### src/hdl/spcf_pkg.sv
package spcf_pkg;

    // Shadow store geometry.
    localparam int SHADOW_ENTRIES = 4096;
    localparam int SHADOW_AW      = $clog2(SHADOW_ENTRIES);

    // Field widths.
    localparam int ADDR_W  = 32;
    localparam int GRAN_W  = 29;
    localparam int CNT_W   = 16;
    localparam int REM_W   = 17;
    localparam int NGRAN_W = 14;
    localparam int VAL_W   = 8;

    // Number of classified requests held between the front and the back.
    localparam int QUEUE_DEPTH = 2;

    // Entry offsets at or above this limit lie outside the shadow store.
    localparam logic [GRAN_W-1:0] ENTRIES_LIM = GRAN_W'(SHADOW_ENTRIES);

    // Request kinds.
    localparam logic [1:0] KIND_FILL = 2'd0;
    localparam logic [1:0] KIND_ANY  = 2'd1;
    localparam logic [1:0] KIND_ALL  = 2'd2;
    localparam logic [1:0] KIND_NONE = 2'd3;

    // One classified request: where the walk starts and how far it goes.
    typedef struct packed {
        logic [1:0]         op;
        logic [GRAN_W-1:0]  off;
        logic [GRAN_W-1:0]  gran;
        logic [NGRAN_W-1:0] ngran;
        logic [REM_W-1:0]   rem;
        logic [VAL_W-1:0]   value;
    } job_t;

endpackage

### src/hdl/spcf_queue.sv
module spcf_queue (
    input  logic           clk,
    input  logic           rst_n,
    input  logic           push_valid,
    output logic           push_ready,
    input  spcf_pkg::job_t push_job,
    output logic           pop_valid,
    input  logic           pop_ready,
    output spcf_pkg::job_t pop_job
);

    localparam int PTR_W = (spcf_pkg::QUEUE_DEPTH > 1) ? $clog2(spcf_pkg::QUEUE_DEPTH) : 1;
    localparam int CNT_W = $clog2(spcf_pkg::QUEUE_DEPTH + 1);
    localparam logic [PTR_W-1:0] PTR_LAST = PTR_W'(spcf_pkg::QUEUE_DEPTH - 1);
    localparam logic [CNT_W-1:0] CNT_FULL = CNT_W'(spcf_pkg::QUEUE_DEPTH);

    spcf_pkg::job_t   slot_reg [spcf_pkg::QUEUE_DEPTH];
    logic [PTR_W-1:0] wr_reg;
    logic [PTR_W-1:0] wr_next;
    logic [PTR_W-1:0] rd_reg;
    logic [PTR_W-1:0] rd_next;
    logic [CNT_W-1:0] cnt_reg;
    logic [CNT_W-1:0] cnt_next;
    logic             do_push;
    logic             do_pop;

    assign push_ready = (cnt_reg != CNT_FULL);
    assign pop_valid  = (cnt_reg != '0);
    assign pop_job    = slot_reg[rd_reg];
    assign do_push    = push_valid && push_ready;
    assign do_pop     = pop_valid && pop_ready;

    // Pointer and fill level bookkeeping.
    always_comb
    begin
        wr_next  = wr_reg;
        rd_next  = rd_reg;
        cnt_next = cnt_reg;
        if (do_push)
        begin
            wr_next = (wr_reg == PTR_LAST) ? '0 : wr_reg + PTR_W'(1);
        end
        if (do_pop)
        begin
            rd_next = (rd_reg == PTR_LAST) ? '0 : rd_reg + PTR_W'(1);
        end
        if (do_push && !do_pop)
        begin
            cnt_next = cnt_reg + CNT_W'(1);
        end
        else if (do_pop && !do_push)
        begin
            cnt_next = cnt_reg - CNT_W'(1);
        end
    end

    always_ff @(posedge clk or negedge rst_n)
    begin
        if (!rst_n)
        begin
            wr_reg  <= '0;
            rd_reg  <= '0;
            cnt_reg <= '0;
        end
        else
        begin
            wr_reg  <= wr_next;
            rd_reg  <= rd_next;
            cnt_reg <= cnt_next;
        end
    end

    always_ff @(posedge clk)
    begin
        if (do_push)
        begin
            slot_reg[wr_reg] <= push_job;
        end
    end

endmodule

### config.mk
export PLATFORM = sky130hd
export DESIGN_NAME = spcf_queue
export DESIGN_NICKNAME = d
export VERILOG_FILES = /design/src/hdl/spcf_pkg.sv /design/src/hdl/spcf_queue.sv
export SDC_FILE = /design/constraint.sdc
export NUM_CORES = 1
export LEC_CHECK = 0
export BUFFER_PORTS_ARGS = -buffer_cell sky130_fd_sc_hd__buf_2
export CAP_MARGIN = 40
export CORE_MARGIN = 2
export CORE_UTILIZATION = 47
export DETAILED_ROUTE_END_ITERATION = 8
export PLACE_DENSITY = 0.76
export SYNTH_ARGS = -nofsm -noshare
export SYNTH_HDL_FRONTEND = slang
export SYNTH_SLANG_ARGS = --single-unit
### constraint.sdc
create_clock -name clk -period 5.3 [get_ports clk]
set_input_delay 0.265 -clock clk [delete_from_list [all_inputs] [get_ports clk]]
set_output_delay 0.265 -clock clk [all_outputs]
set_load 0.02 [all_outputs]
=== After elaboration in Yosys (flattened, before gate mapping) ===
Memory sizes are Yosys's and may differ from the RTL's.
Cells that the tools add are included.
W data, S select, Z words.

* Flip-flop bits (word level): 4
* Memory bits (writable): 198
* Input bits: 103
* Word-level logic and storage cells: 23
* Memories: 1

* Add/sub/neg operators: 4
* Eq/ne operators: 1
* Muxes and demuxes: 6
* Reduce and logical (&&, ||, !) cells: 8

{| class="wikitable"
|+ Memories
! memory !! depth !! bits a word !! rd ports !! clocked after Yosys merged registers in !! write ports !! RTL line !! source
|-
| slot_reg || 2 || 99 || 1 || 0 || 1 || spcf_queue.sv:17 || <nowiki>spcf_pkg::job_t slot_reg [spcf_pkg::QUEUE_DEPTH];</nowiki>
|}

{| class="wikitable"
|+ Operator list
! kind !! count
|-
| $logic_and A1 B1 Y1 || 4
|-
| $mux W1 || 4
|-
| $mux W2 || 2
|-
| $reduce_bool A2 Y1 || 2
|-
| $add A1 B1 Y1 const B || 2
|-
| $add A2 B1 Y2 const B || 1
|-
| $logic_not A1 Y1 || 2
|-
| $ne A2 B2 Y1 const B || 1
|-
| $sub A2 B1 Y2 const B || 1
|}

=== Longest topological paths before layout ===
* Word-level depth: 6
* Gate-level depth with buffers: 7

=== Worst setup path after synthesis ===
No wires, ideal clock.

* Path type: reg-to-reg
* Start point: register cnt_reg[0]
* End point: memory slot_reg[0][0] in the netlist's numbering, enable pin
* Setup time: 558 ps
* Arrival time: 4920 ps
* Setup slack: -178 ps
* Cell stages (with the launch flop): 4
* Path through: dfrtp_1 > nand2b_1 > nand2_1 > nor2_1

* Word-level cells in the longest chain between the ends: 4

{| class="wikitable"
|+ Ends and longest elaborated chain
! element !! RTL line !! source
|-
| from (decl) || spcf_queue.sv:22 || <nowiki>logic [CNT_W-1:0] cnt_reg;</nowiki>
|-
| from (signal assigned) || spcf_queue.sv:69 || <nowiki>cnt_reg <= cnt_next;</nowiki>
|-
| $ne A2 B2 Y1 || spcf_queue.sv:27 || <nowiki>assign push_ready = (cnt_reg != CNT_FULL);</nowiki>
|-
| via push_ready || spcf_queue.sv:5 || <nowiki>output logic push_ready,</nowiki>
|-
| $logic_and A1 B1 Y1 || spcf_queue.sv:30 || <nowiki>assign do_push = push_valid && push_ready;</nowiki>
|-
| $mux W1 || spcf_queue.sv:75 || <nowiki>if (do_push)</nowiki>
|-
| $mux W1 (not written as such) || spcf_queue.sv:77 || <nowiki>slot_reg[wr_reg] <= push_job;</nowiki>
|-
| to (decl) || spcf_queue.sv:17 ||
|}

The timed path passes the listed nets, and every way through them passes these cells.

==> flow_summary_export.csv <==
group,metric,value,unit
cells_and_area,largest_reg_flops,198,
setup_path,r2r-end,"slot_reg[1][80]$_DFFE_PP_",
logic_synthesis,synth-edff-count,198,
timing,drv_slew,0,
placed_design,dp.cells,744,
floorplan,fp.dieW,133,um
logic_synthesis,syn_avg_cell_area,24.0,um^2
setup_path,worstPathArrival,2.39,ns
clocking,cts_resized,0,
placed_design,routabilityCongestion,0.752,
routing,ant_nets,0,
hold_path,hp-class,"primary input to flip-flop",
timing,setup_viol,0,
placed_design,dp_slack,2.93,ns
global_route,grt_pass1_vias,4387,
setup_path,path_buf_inv,3,
timing,rsz0062_at_grt,"no",
global_route,grt_start_max_net_pins,64,
placed_design,dp_hpwl,8720,um
timing,hold_viol_final,0,
floorplan,start_util,47.6,%
routing,first_pass_iters,4,
routing,wl_per_cell,16.9,um
setup_path,endpoint_kind,"output port",
routing,vias_per_cell,4.62,
setup_path,slowest_stage,"dfrtp_4",
setup_path,crit_family,"buffers and inverters",
floorplan,die_h,133,um
clocking,cts_root_buf,"clkbuf_16",
floorplan,ios,204,
setup_path,critical_path.reg2reg.startpoint,"cnt_reg[0]$_DFFE_PN0P_",
hold_path,holdPathStages,3,
global_route,grt_usage,16.4,%
timing,worstMarginPinSlew,0.758,ns
setup_path,worstPathRequired,5.04,ns
hold_path,min_from,"pop_ready",
logic_synthesis,synth_top_area_share,75.9,%
floorplan,coreArea,16500,um^2
routing,drc,0,
cells_and_area,layoutNonFillerInstCount,882,
setup_path,worstRegToRegCells,3,
logic_synthesis,synth_fp_nets,430,
power_and_ir_drop,ir_worst_vdd,0.000405,V
clocking,h-tree-depth,1,
logic_synthesis,synth_seq_cells,202,
clocking,cts_tree,"built",
logic_synthesis,postSynthCellCount,326,
cells_and_area,finalNetCount,751,
global_route,overflow,0,
logic_synthesis,yosysWarnings,0,
logic_synthesis,yosysSeqAreaShare,77.1,%
timing,finalCritPeriodShare,50.2,%
routing,routed_wl,14900,um
setup_path,path_cells,"buf_16, buf_4, mux2_4, buf_2",
clocking,clock_sinks,202,
cells_and_area,antennaDiodeCount,0,
placed_design,port_buffers,203,
global_route,antenna_found_initial,0,
clocking,clk_pin_slew,0.06,ns
timing,finalCriticalPeriod,2.66,ns
timing,fin_ws,2.64,ns
logic_synthesis,netlist_area,7840,um^2
setup_path,r2r_slack,2.97,ns
routing,drt_iter0_drc,187,
logic_synthesis,synthArstFlopShare,1.98,%
power_and_ir_drop,p_per_area,560,nW/um^2
clocking,cts_buffer_depth,3,
cells_and_area,area_growth,38.2,%
hold_path,whs_endpoint,"rd_reg$_DFFE_PN0P_",
clocking,cts_inserted_buffers,21,
logic_synthesis,synth.area.top_cells,"edfxtp_1 (76%), mux2_4 (19%), buf_12 (2.6%)",
cells_and_area,utilization,65.8,%
setup_path,critical_path.max_fanout,37,
timing,fmax,0.376,GHz
logic_synthesis,synth_most_common_cell,"edfxtp_1",
timing,slew_headroom,49.5,%
clocking,clk_latency,0.49,ns
flow_run,maxCapViolCount,0,
run_status,status,"completed",
timing,skew,0.0203,ns
logic_synthesis,yosysTopAreaCell,"edfxtp_1",
floorplan,rows,47,
setup_path,cp_slowest_stage_delay,0.75,ns
floorplan,die_area,17700,um^2
setup_path,crit_type,"flip-flop to output port",
setup_path,cp-start-kind,"flip-flop",
logic_synthesis,synth_flop_cell,"edfxtp_1",
timing,finalSetupTns,0,ns
routing,vias,4073,
logic_synthesis,yosys-top-cells-count,"edfxtp_1 (198), mux2_4 (99), buf_12 (10), dfrtp_1 (4), xnor2_1 (3)",
global_route,grt_pass1_wl,22700,um
cells_and_area,drive_above_1_share,52.6,%
timing,holdWs,0.0988,ns
logic_synthesis,yosysUniqueCellTypes,14,
power_and_ir_drop,leakage,0.00439,uW
-- metal layers --
layer  part of all wire, %  track usage (%)  up-vias
li1                      -                -     1937
met5                     0                0        -
met2                    54             30.0      148
met3                   5.6             3.58       22
met4                   1.5             4.55        0
met1                    39             19.6     1966
-- worst min-delay path: cells and delay by family --
kind / cells / cell delay [ns]
and+or+nand+nor: 1 / 0.10
buffers and inverters: 1 / 0.10
xor gates and xnor gates: 1 / 0.09
-- final cells by class --
class / count / area (um^2)
fill: 1095 / 5640
multi-input combinational: 112 / 1590
clock inverter: 16 / 277
sequential: 202 / 6050
timing repair buffer: 309 / 2110
inverter: 1 / 3.75
tap: 220 / 275
clock buffer: 22 / 529
-- metrics by stage --
stage	total power (uW)	area, um^2
5_1_grt	6320	10800
6_report	6070	10800
4_1_cts	6130	10800
2_1_floorplan	3960	7840
3_3_place_gp	4310	8980
3_5_place_dp	4380	9020
-- where the power goes --
part	switching (uW)	total (uW)	leakage (uW)	internal [uW]
logic	1100	2050	0.00212	948
clock network	603	1680	0.000386	1080
registers	149	2340	0.00188	2190
-- layout by cell type, fill, tap and decap left out, types with 2 or more instances in the layout --
master and count:
xor2_1 2, buf_12 2, buf_4 3, dfrtp_1 3, nand2_1 2, buf_2 203, clkinv_2 3, dlygate4sd3_1 100
bufinv_16 7, xnor2_1 3, clkinvlp_4 3, edfxtp_1 198, mux2_4 99, clkbuf_16 21
-- worst max path at each step --
stage	cells after the start	start	slack, ns	to
2_1_floorplan	3	cnt_reg[0]$_DFFE_PN0P_	1.49	slot_reg[0][0]$_DFFE_PP_
3_3_place_gp	3	rd_reg$_DFFE_PN0P_	2.75	pop_job[96]
3_5_place_dp	3	cnt_reg[0]$_DFFE_PN0P_	2.93	slot_reg[1][75]$_DFFE_PP_
4_1_cts	4	rd_reg$_DFFE_PN0P_	2.58	pop_job[84]
5_1_grt	4	rd_reg$_DFFE_PN0P_	2.52	pop_job[88]
6_report	4	rd_reg$_DFFE_PN0P_	2.64	pop_job[84]
-- cells by family after synthesis --
family / share of synthesized area [%]
adders and majority gates: 0.160
DFF: 77.1
muxes: 19.0
and+or+nand+nor: 0.431
buffers and inverters: 2.75
xor gates and xnor gates: 0.559
-- what timing repair did --
action | CTS | global route
hold buffers | 100 | 0
setup buffers | 0 | 0
hold endpoints to repair | 202 | 0
No activity file was read; power rests on OpenSTA's default activity.
