==> src/hdl/spcf_pkg.sv <==
package spcf_pkg;

    // Shadow store geometry.
    localparam int SHADOW_ENTRIES = 4096;
    localparam int SHADOW_AW      = $clog2(SHADOW_ENTRIES);

    // Field widths.
    localparam int ADDR_W  = 32;
    localparam int GRAN_W  = 29;
    localparam int CNT_W   = 16;
    localparam int REM_W   = 17;
    localparam int NGRAN_W = 14;
    localparam int VAL_W   = 8;

    // Number of classified requests held between the front and the back.
    localparam int QUEUE_DEPTH = 2;

    // Entry offsets at or above this limit lie outside the shadow store.
    localparam logic [GRAN_W-1:0] ENTRIES_LIM = GRAN_W'(SHADOW_ENTRIES);

    // Request kinds.
    localparam logic [1:0] KIND_FILL = 2'd0;
    localparam logic [1:0] KIND_ANY  = 2'd1;
    localparam logic [1:0] KIND_ALL  = 2'd2;
    localparam logic [1:0] KIND_NONE = 2'd3;

    // One classified request: where the walk starts and how far it goes.
    typedef struct packed {
        logic [1:0]         op;
        logic [GRAN_W-1:0]  off;
        logic [GRAN_W-1:0]  gran;
        logic [NGRAN_W-1:0] ngran;
        logic [REM_W-1:0]   rem;
        logic [VAL_W-1:0]   value;
    } job_t;

endpackage

==> src/hdl/spcf_front.sv <==
module spcf_front (
    input  logic                          clk,
    input  logic                          rst_n,
    input  logic                          enable,
    input  logic [spcf_pkg::GRAN_W-1:0]   region_base,
    input  logic                          in_valid,
    output logic                          in_ready,
    input  logic [1:0]                    kind,
    input  logic [spcf_pkg::ADDR_W-1:0]   base_addr,
    input  logic [spcf_pkg::CNT_W-1:0]    byte_count,
    input  logic [spcf_pkg::VAL_W-1:0]    fill_value,
    output logic                          push_valid,
    input  logic                          push_ready,
    output spcf_pkg::job_t                push_job
);

    logic                           fv_reg;
    logic                           fv_next;
    spcf_pkg::job_t                 job_reg;
    spcf_pkg::job_t                 job_next;

    logic [2:0]                     lead;
    logic                           lead_nz;
    logic [3:0]                     rest;
    logic                           fill_go;
    logic [spcf_pkg::CNT_W-1:0]     fill_cnt;
    logic [spcf_pkg::GRAN_W-1:0]    fill_gran;
    logic [spcf_pkg::REM_W-1:0]     fill_sum;
    logic [spcf_pkg::REM_W-1:0]     chk_rem;
    logic [spcf_pkg::REM_W-1:0]     chk_sum;
    logic [spcf_pkg::GRAN_W-1:0]    gran;
    logic                           accept;

    assign in_ready   = enable && (!fv_reg || push_ready);
    assign accept     = in_valid && in_ready;
    assign push_valid = fv_reg;
    assign push_job   = job_reg;

    // A fill skips the rest of a leading partial granule.
    assign lead      = base_addr[2:0];
    assign lead_nz   = (lead != 3'd0);
    assign rest      = 4'd8 - {1'b0, lead};
    assign fill_go   = !lead_nz || ({{(spcf_pkg::CNT_W-4){1'b0}}, rest} < byte_count);
    assign fill_cnt  = lead_nz ? (byte_count - {{(spcf_pkg::CNT_W-4){1'b0}}, rest})
                               : byte_count;
    assign fill_gran = base_addr[spcf_pkg::ADDR_W-1:3]
                       + {{(spcf_pkg::GRAN_W-1){1'b0}}, lead_nz};
    assign fill_sum  = {1'b0, fill_cnt} + spcf_pkg::REM_W'(7);

    // A check counts the low address bits as part of the range.
    assign chk_rem = {1'b0, byte_count} + {{(spcf_pkg::REM_W-3){1'b0}}, lead};
    assign chk_sum = chk_rem + spcf_pkg::REM_W'(7);

    // Classify the incoming transaction into a walk description.
    always_comb
    begin
        job_next       = job_reg;
        gran           = base_addr[spcf_pkg::ADDR_W-1:3];
        job_next.op    = kind;
        job_next.value = fill_value;
        case (kind)
            spcf_pkg::KIND_FILL:
            begin
                gran           = fill_gran;
                job_next.rem   = {1'b0, fill_cnt};
                job_next.ngran = fill_go ? fill_sum[spcf_pkg::REM_W-1:3]
                                         : '0;
            end
            spcf_pkg::KIND_ANY, spcf_pkg::KIND_ALL:
            begin
                job_next.rem   = chk_rem;
                job_next.ngran = chk_sum[spcf_pkg::REM_W-1:3];
            end
            default:
            begin
                job_next.rem   = chk_rem;
                job_next.ngran = '0;
            end
        endcase
        job_next.gran = gran;
        job_next.off  = gran - region_base;
    end

    // Holding stage valid flag.
    always_comb
    begin
        fv_next = fv_reg;
        if (accept)
        begin
            fv_next = 1'b1;
        end
        else if (push_ready)
        begin
            fv_next = 1'b0;
        end
    end

    always_ff @(posedge clk or negedge rst_n)
    begin
        if (!rst_n)
        begin
            fv_reg <= 1'b0;
        end
        else
        begin
            fv_reg <= fv_next;
        end
    end

    always_ff @(posedge clk)
    begin
        if (accept)
        begin
            job_reg <= job_next;
        end
    end

endmodule

==> config.mk <==
export PLATFORM = sky130hd
export DESIGN_NAME = spcf_front
export DESIGN_NICKNAME = d
export VERILOG_FILES = /design/src/hdl/spcf_pkg.sv /design/src/hdl/spcf_front.sv
export SDC_FILE = /design/constraint.sdc
export NUM_CORES = 1
export LEC_CHECK = 0
export ABC_AREA = 0
export BUFFER_PORTS_ARGS = -buffer_cell sky130_fd_sc_hd__buf_2
export CORE_ASPECT_RATIO = 1.25
export CORE_MARGIN = 3
export CORE_UTILIZATION = 45
export DETAILED_ROUTE_END_ITERATION = 10
export PLACE_DENSITY = 0.71
export SETUP_SLACK_MARGIN = 0.4
export SYNTH_ARGS = -nofsm -noshare
export SYNTH_HDL_FRONTEND = slang
export SYNTH_SLANG_ARGS = --single-unit
export TNS_END_PERCENT = 5
==> constraint.sdc <==
create_clock -name clk -period 3.45 [get_ports clk]
set_input_delay 0.69 -clock clk [delete_from_list [all_inputs] [get_ports clk]]
set_output_delay 0.69 -clock clk [all_outputs]
set_load 0.01 [all_outputs]
---- Word-level counts from Yosys, hierarchy flattened ----
Cells that the tools add are included.
storage, ports and cells
  register bits after elaboration ......... 100
  bits in latches ......................... 0
  memory bits (writable) .................. 0
  memory bits (read-only) ................. 0
  word-level logic and storage cells ...... 33
  memories ................................ 0
operators by class
  add/sub/neg operators ................... 7
  multiply operators ...................... 0
  div/mod/pow operators ................... 0
  $lt $le $gt $ge ......................... 1
  equality and inequality tests ........... 2
  shift-type cells ........................ 0
  mux-type cells .......................... 6
  bitwise gates (word level) .............. 0
  reductions and logical operators ........ 10
operator list
  cell                     number
  $pmux W31 S2             1
  $add A29 B1 Y29          1
  $mux W29                 1
  $sub A29 B29 Y29         1
  $add A16 B3 Y17          1
  $add A16 B3 Y17 const B  1
  $add A17 B3 Y17 const B  1
  $lt A4 B16 Y1            1
  $mux W16                 1
  $sub A16 B4 Y16          1
  $mux W14                 1
  $sub A4 B3 Y4 const A    1
  $reduce_bool A3 Y1       1
  $eq A2 B1 Y1 const B     1
  $eq A2 B2 Y1 const B     1
  $logic_and A1 B1 Y1      2
  $logic_not A1 Y1         2
  $logic_not A2 Y1         1
  $logic_or A1 B1 Y1       2
  $mux W1                  2
  $reduce_bool A2 Y1       1
  $reduce_or A2 Y1         1

---- Logic depth before layout (Yosys ltp) ----
  depth in word-level cells ............... 6
  mapped depth ............................ 25

---- Worst setup path before layout ----
No wires, ideal clock.
  kind .................................... input-to-reg
  start point ............................. input port base_addr[0] (netlist name)
  end point ............................... register job_reg (netlist bit push_job[96]), data pin
  setup time .............................. 0.259 ns
  arrival ................................. 4.336 ns
  required time ........................... 3.191 ns
  setup slack ............................. -1.146 ns
  stages on the path ...................... 25
  cell sequence ........................... inv_1 -> ha_1 -> ha_1 -> buf_2 -> inv_1 -> ha_1 -> nand4_1 -> nor2_1 -> nand3_1 -> nor2b_1 -> nand2_1 -> nor2_1 -> nand3_1 -> xnor2_1 -> ha_1 -> clkbuf_1 -> nand4_1 -> nor2_1 -> inv_1 -> o22ai_1 -> a31oi_1 -> a31oi_1 -> a21oi_1 -> a21oi_1 -> xnor2_1
RTL lines
  item                    line               RTL
  start: declaration      spcf_front.sv:9    input logic [spcf_pkg::ADDR_W-1:0] base_addr,
  end signal: assignment  spcf_front.sv:114  job_reg <= job_next;
  end: declaration        spcf_front.sv:19   spcf_pkg::job_t job_reg;

==> results.yml <==
timing:
  tightest_slew_ps: 686
  finalCritPeriodShare_pct: 110
  fin_skew_ps: 5.03
  report.final.slew_viol_count: 0
  fin_ws_ps: -354
  fmax_mhz: 263
  setup_viol: 13
  rsz0062_at_grt: "true"
  slew_headroom_pct: 54.3
  period_minus_slack_ps: 3800
  hold_viol_final: 0
clock_network:
  cts.sinks: 100
  cts_buffer_depth: 2
  clockRootBuffer: "clkbuf_16"
  cts_buffers: 9
  h-tree-depth: 3
  cts_tree: "done"
  path_clk_slew_ps: 70
  clk_latency_ps: 360
  cts_hold_buf: 0
critical_path:
  worst-endpoint-arrival_ps: 3980
  crit_fanout: 4
  endpoint_kind: "flop"
  ff2ff_setup_slack_ps: 1660
  crit_type: "input pin to flop"
  start_kind: "input pin"
  required_ps: 3630
logic_synthesis:
  post-synth-top-area-fraction_pct: 43.8
  ys_dominant_reg_cell: "edfxtp_1"
  yosys.area_share.simple_pct: 17.6
  synth-edff-count: 99
  yosys-top-cells-count: "99 x edfxtp_1, 52 x xnor2_1, 50 x inv_1"
  synthTopCellsByArea: "edfxtp_1 44%, ha_1 7.6%, xnor2_1 6.7%"
  synth-seq-cells: 100
  ys.warnings.count: 0
  synthDistinctLibCells: 72
  synth_top_area_cell: "edfxtp_1"
  synth-compound-area-share_pct: 13.2
  seq_area_frac_synth_pct: 44.2
  syn_inst: 649
  ys_async_sr_fraction_pct: 1.00
  netlist_area_sq_um: 6780
  synthMuxAreaShare_pct: 0.480
  synth_top_family_by_area: "simple AND/OR/NAND/NOR gates"
  avgSynthCellArea_sq_um: 10.4
  synth-adder-area-share_pct: 8.45
  synthXorXnorAreaFrac_pct: 11.9
  synth_most_common_cell: "edfxtp_1"
  synth_fp_nets: 785
finish:
  nets: 1145
  area_growth_pct: 49.3
  num-fill-cells: 1107
  drive_gt1_share_pct: 47.0
  final_cells: 1193
power_and_ir_drop:
  finalPower_w: 0.00370
  pwr_density_cell_nw_per_um2: 365
  ir_worst_vdd_v: 0.000199
  p_leak_nw: 4.45
detailed_routing:
  vias_per_cell: 5.21
  vias: 6220
  wl_per_cell_um: 16.3
  drt_drc_violations_left: 0
  antenna_left: 0
  firstDrtPassIters: 5
  drt_iter0_markers: 290
  wl_mm: 19.4
placed_design:
  gp_congestion: 0.892
  portBuffers: 192
  dp_cells: 1169
  dp_hpwl_mm: 15.3
floorplanning:
  pin_count: 193
  core_sq_um: 14600
  die_h_um: 143
  initial_core_util_pct: 46.5
  die_area_sq_um: 16600
  num_rows: 49
  die_w_um: 116
global_routing:
  grt_pass1_wl_mm: 29.9
  grtUsageTotal_pct: 22.9
  grt_pass1_vias: 6396
  antenna_found_initial: 1
  gr-total-overflow: 0
  grt_max_degree: 45
outcome:
  outcome: "finished with violations"
  violations: "negative setup slack"
job:
  cap_violations: 0
min_path:
  hold_class: "input pin to asynchronous set/reset pin"
worst max-delay path, stage by stage:
cell and delay, ps:
buf_8 90, inv_8 30, ha_4 150, ha_4 170
clkinv_4 50, ha_4 120, ha_4 120, nand4_1 90
nor2_2 160, and2_4 170, and3_4 180, and4_4 260
nand2_4 80, xnor2_4 140, ha_4 290, nand4_1 170
buf_4 190, a221oi_4 190, o31ai_2 100, buf_4 160
a311o_1 300, o311ai_1 70
per-layer routing:
| layer | part of all wire, % | global-route usage, % | vias up |
|---|---|---|---|
| met2 | 54 | 44.0 | 185 |
| li1 | - | - | 3100 |
| met3 | 3.6 | 2.67 | 43 |
| met4 | 3.8 | 10.9 | 0 |
| met1 | 38 | 24.4 | 2892 |
| met5 | 0 | 0 | - |
state kept, by name, summed over array words and instances, names as in the netlist:
name and count:
push_job 99, push_valid 1
cell families after synthesis:
family | count (synthesis)
AND/OR/NAND/NOR | 209
AO/OA/AOI/OAI | 132
flip-flops | 100
XOR/XNOR | 91
buffers and inverters | 70
adder cells (fa/ha/maj) | 44
multiplexers | 3
cells in the final DEF, fill, tap and decap left out, drive strengths merged, types with 8 or more instances in the layout:
cell type | synthesis | routed
o21ai | 17 | 17
and3 | 11 | 11
and2 | 8 | 8
nand4 | 10 | 10
nor3 | 16 | 16
nor2b | 10 | 10
o22ai | 17 | 17
xnor2 | 53 | 53
a21oi | 27 | 27
nand3 | 24 | 24
xor2 | 38 | 38
buf | 8 | 369
clkbuf | 12 | 11
o21a | 9 | 9
inv | 50 | 50
nor2 | 46 | 46
nand2b | 10 | 10
ha | 41 | 41
a21o | 12 | 12
edfxtp | 99 | 99
nand2 | 40 | 40
power by group:
group          total [W]  switching [W]  internal (W)
Clock            0.00111       0.000456      0.000658
Combinational    0.00112       0.000577      0.000543
Sequential       0.00146      0.0000176       0.00145
what timing repair did:
action | 4_1_cts | 5_1_grt
resized for setup | 58 | 21
setup endpoints to repair | 34 | 35
setup buffers | 5 | 2
pin swaps | 50 | 27
worst paths after layout:
check,start,end,cells past startpoint
min reg2reg,push_valid,push_valid,2
min,rst_n,push_valid,1
min in group clk,push_valid,push_valid,2
max in group asynchronous,rst_n,push_valid,1
max,base_addr[0],push_job[95],22
max reg2reg,push_valid,push_job[96],5
per-stage QoR:
step / area, sq um / utilization (%) / TNS (ps) / setup slack (ps) / hold slack (ps)
6_report: 10100 / 69.4 / -2950 / -354 / 95.9
5_1_grt: 10100 / 69.4 / -6240 / -592 / 92.0
4_1_cts: 9990 / 68.5 / -3300 / -406 / 83.1
3_5_place_dp: 9320 / 63.9 / -17920 / -1080 / 465
3_3_place_gp: 9320 / 63.9 / -15730 / -949 / 465
2_1_floorplan: 6970 / - / -6500 / -679 / 394
cell type report:
type,instances,area [sq um],area share (%)
Antenna cell,1,2.50,0.0247
Clock buffer,11,243,2.40
Clock inverter,5,83.8,0.828
Inverter,50,215,2.13
Multi-Input combinational cell,479,4010,39.6
Sequential cell,100,3000,29.6
Tap cell,178,223,2.20
Timing Repair Buffer,369,2350,23.2
Power figures use the tool's default switching activity.
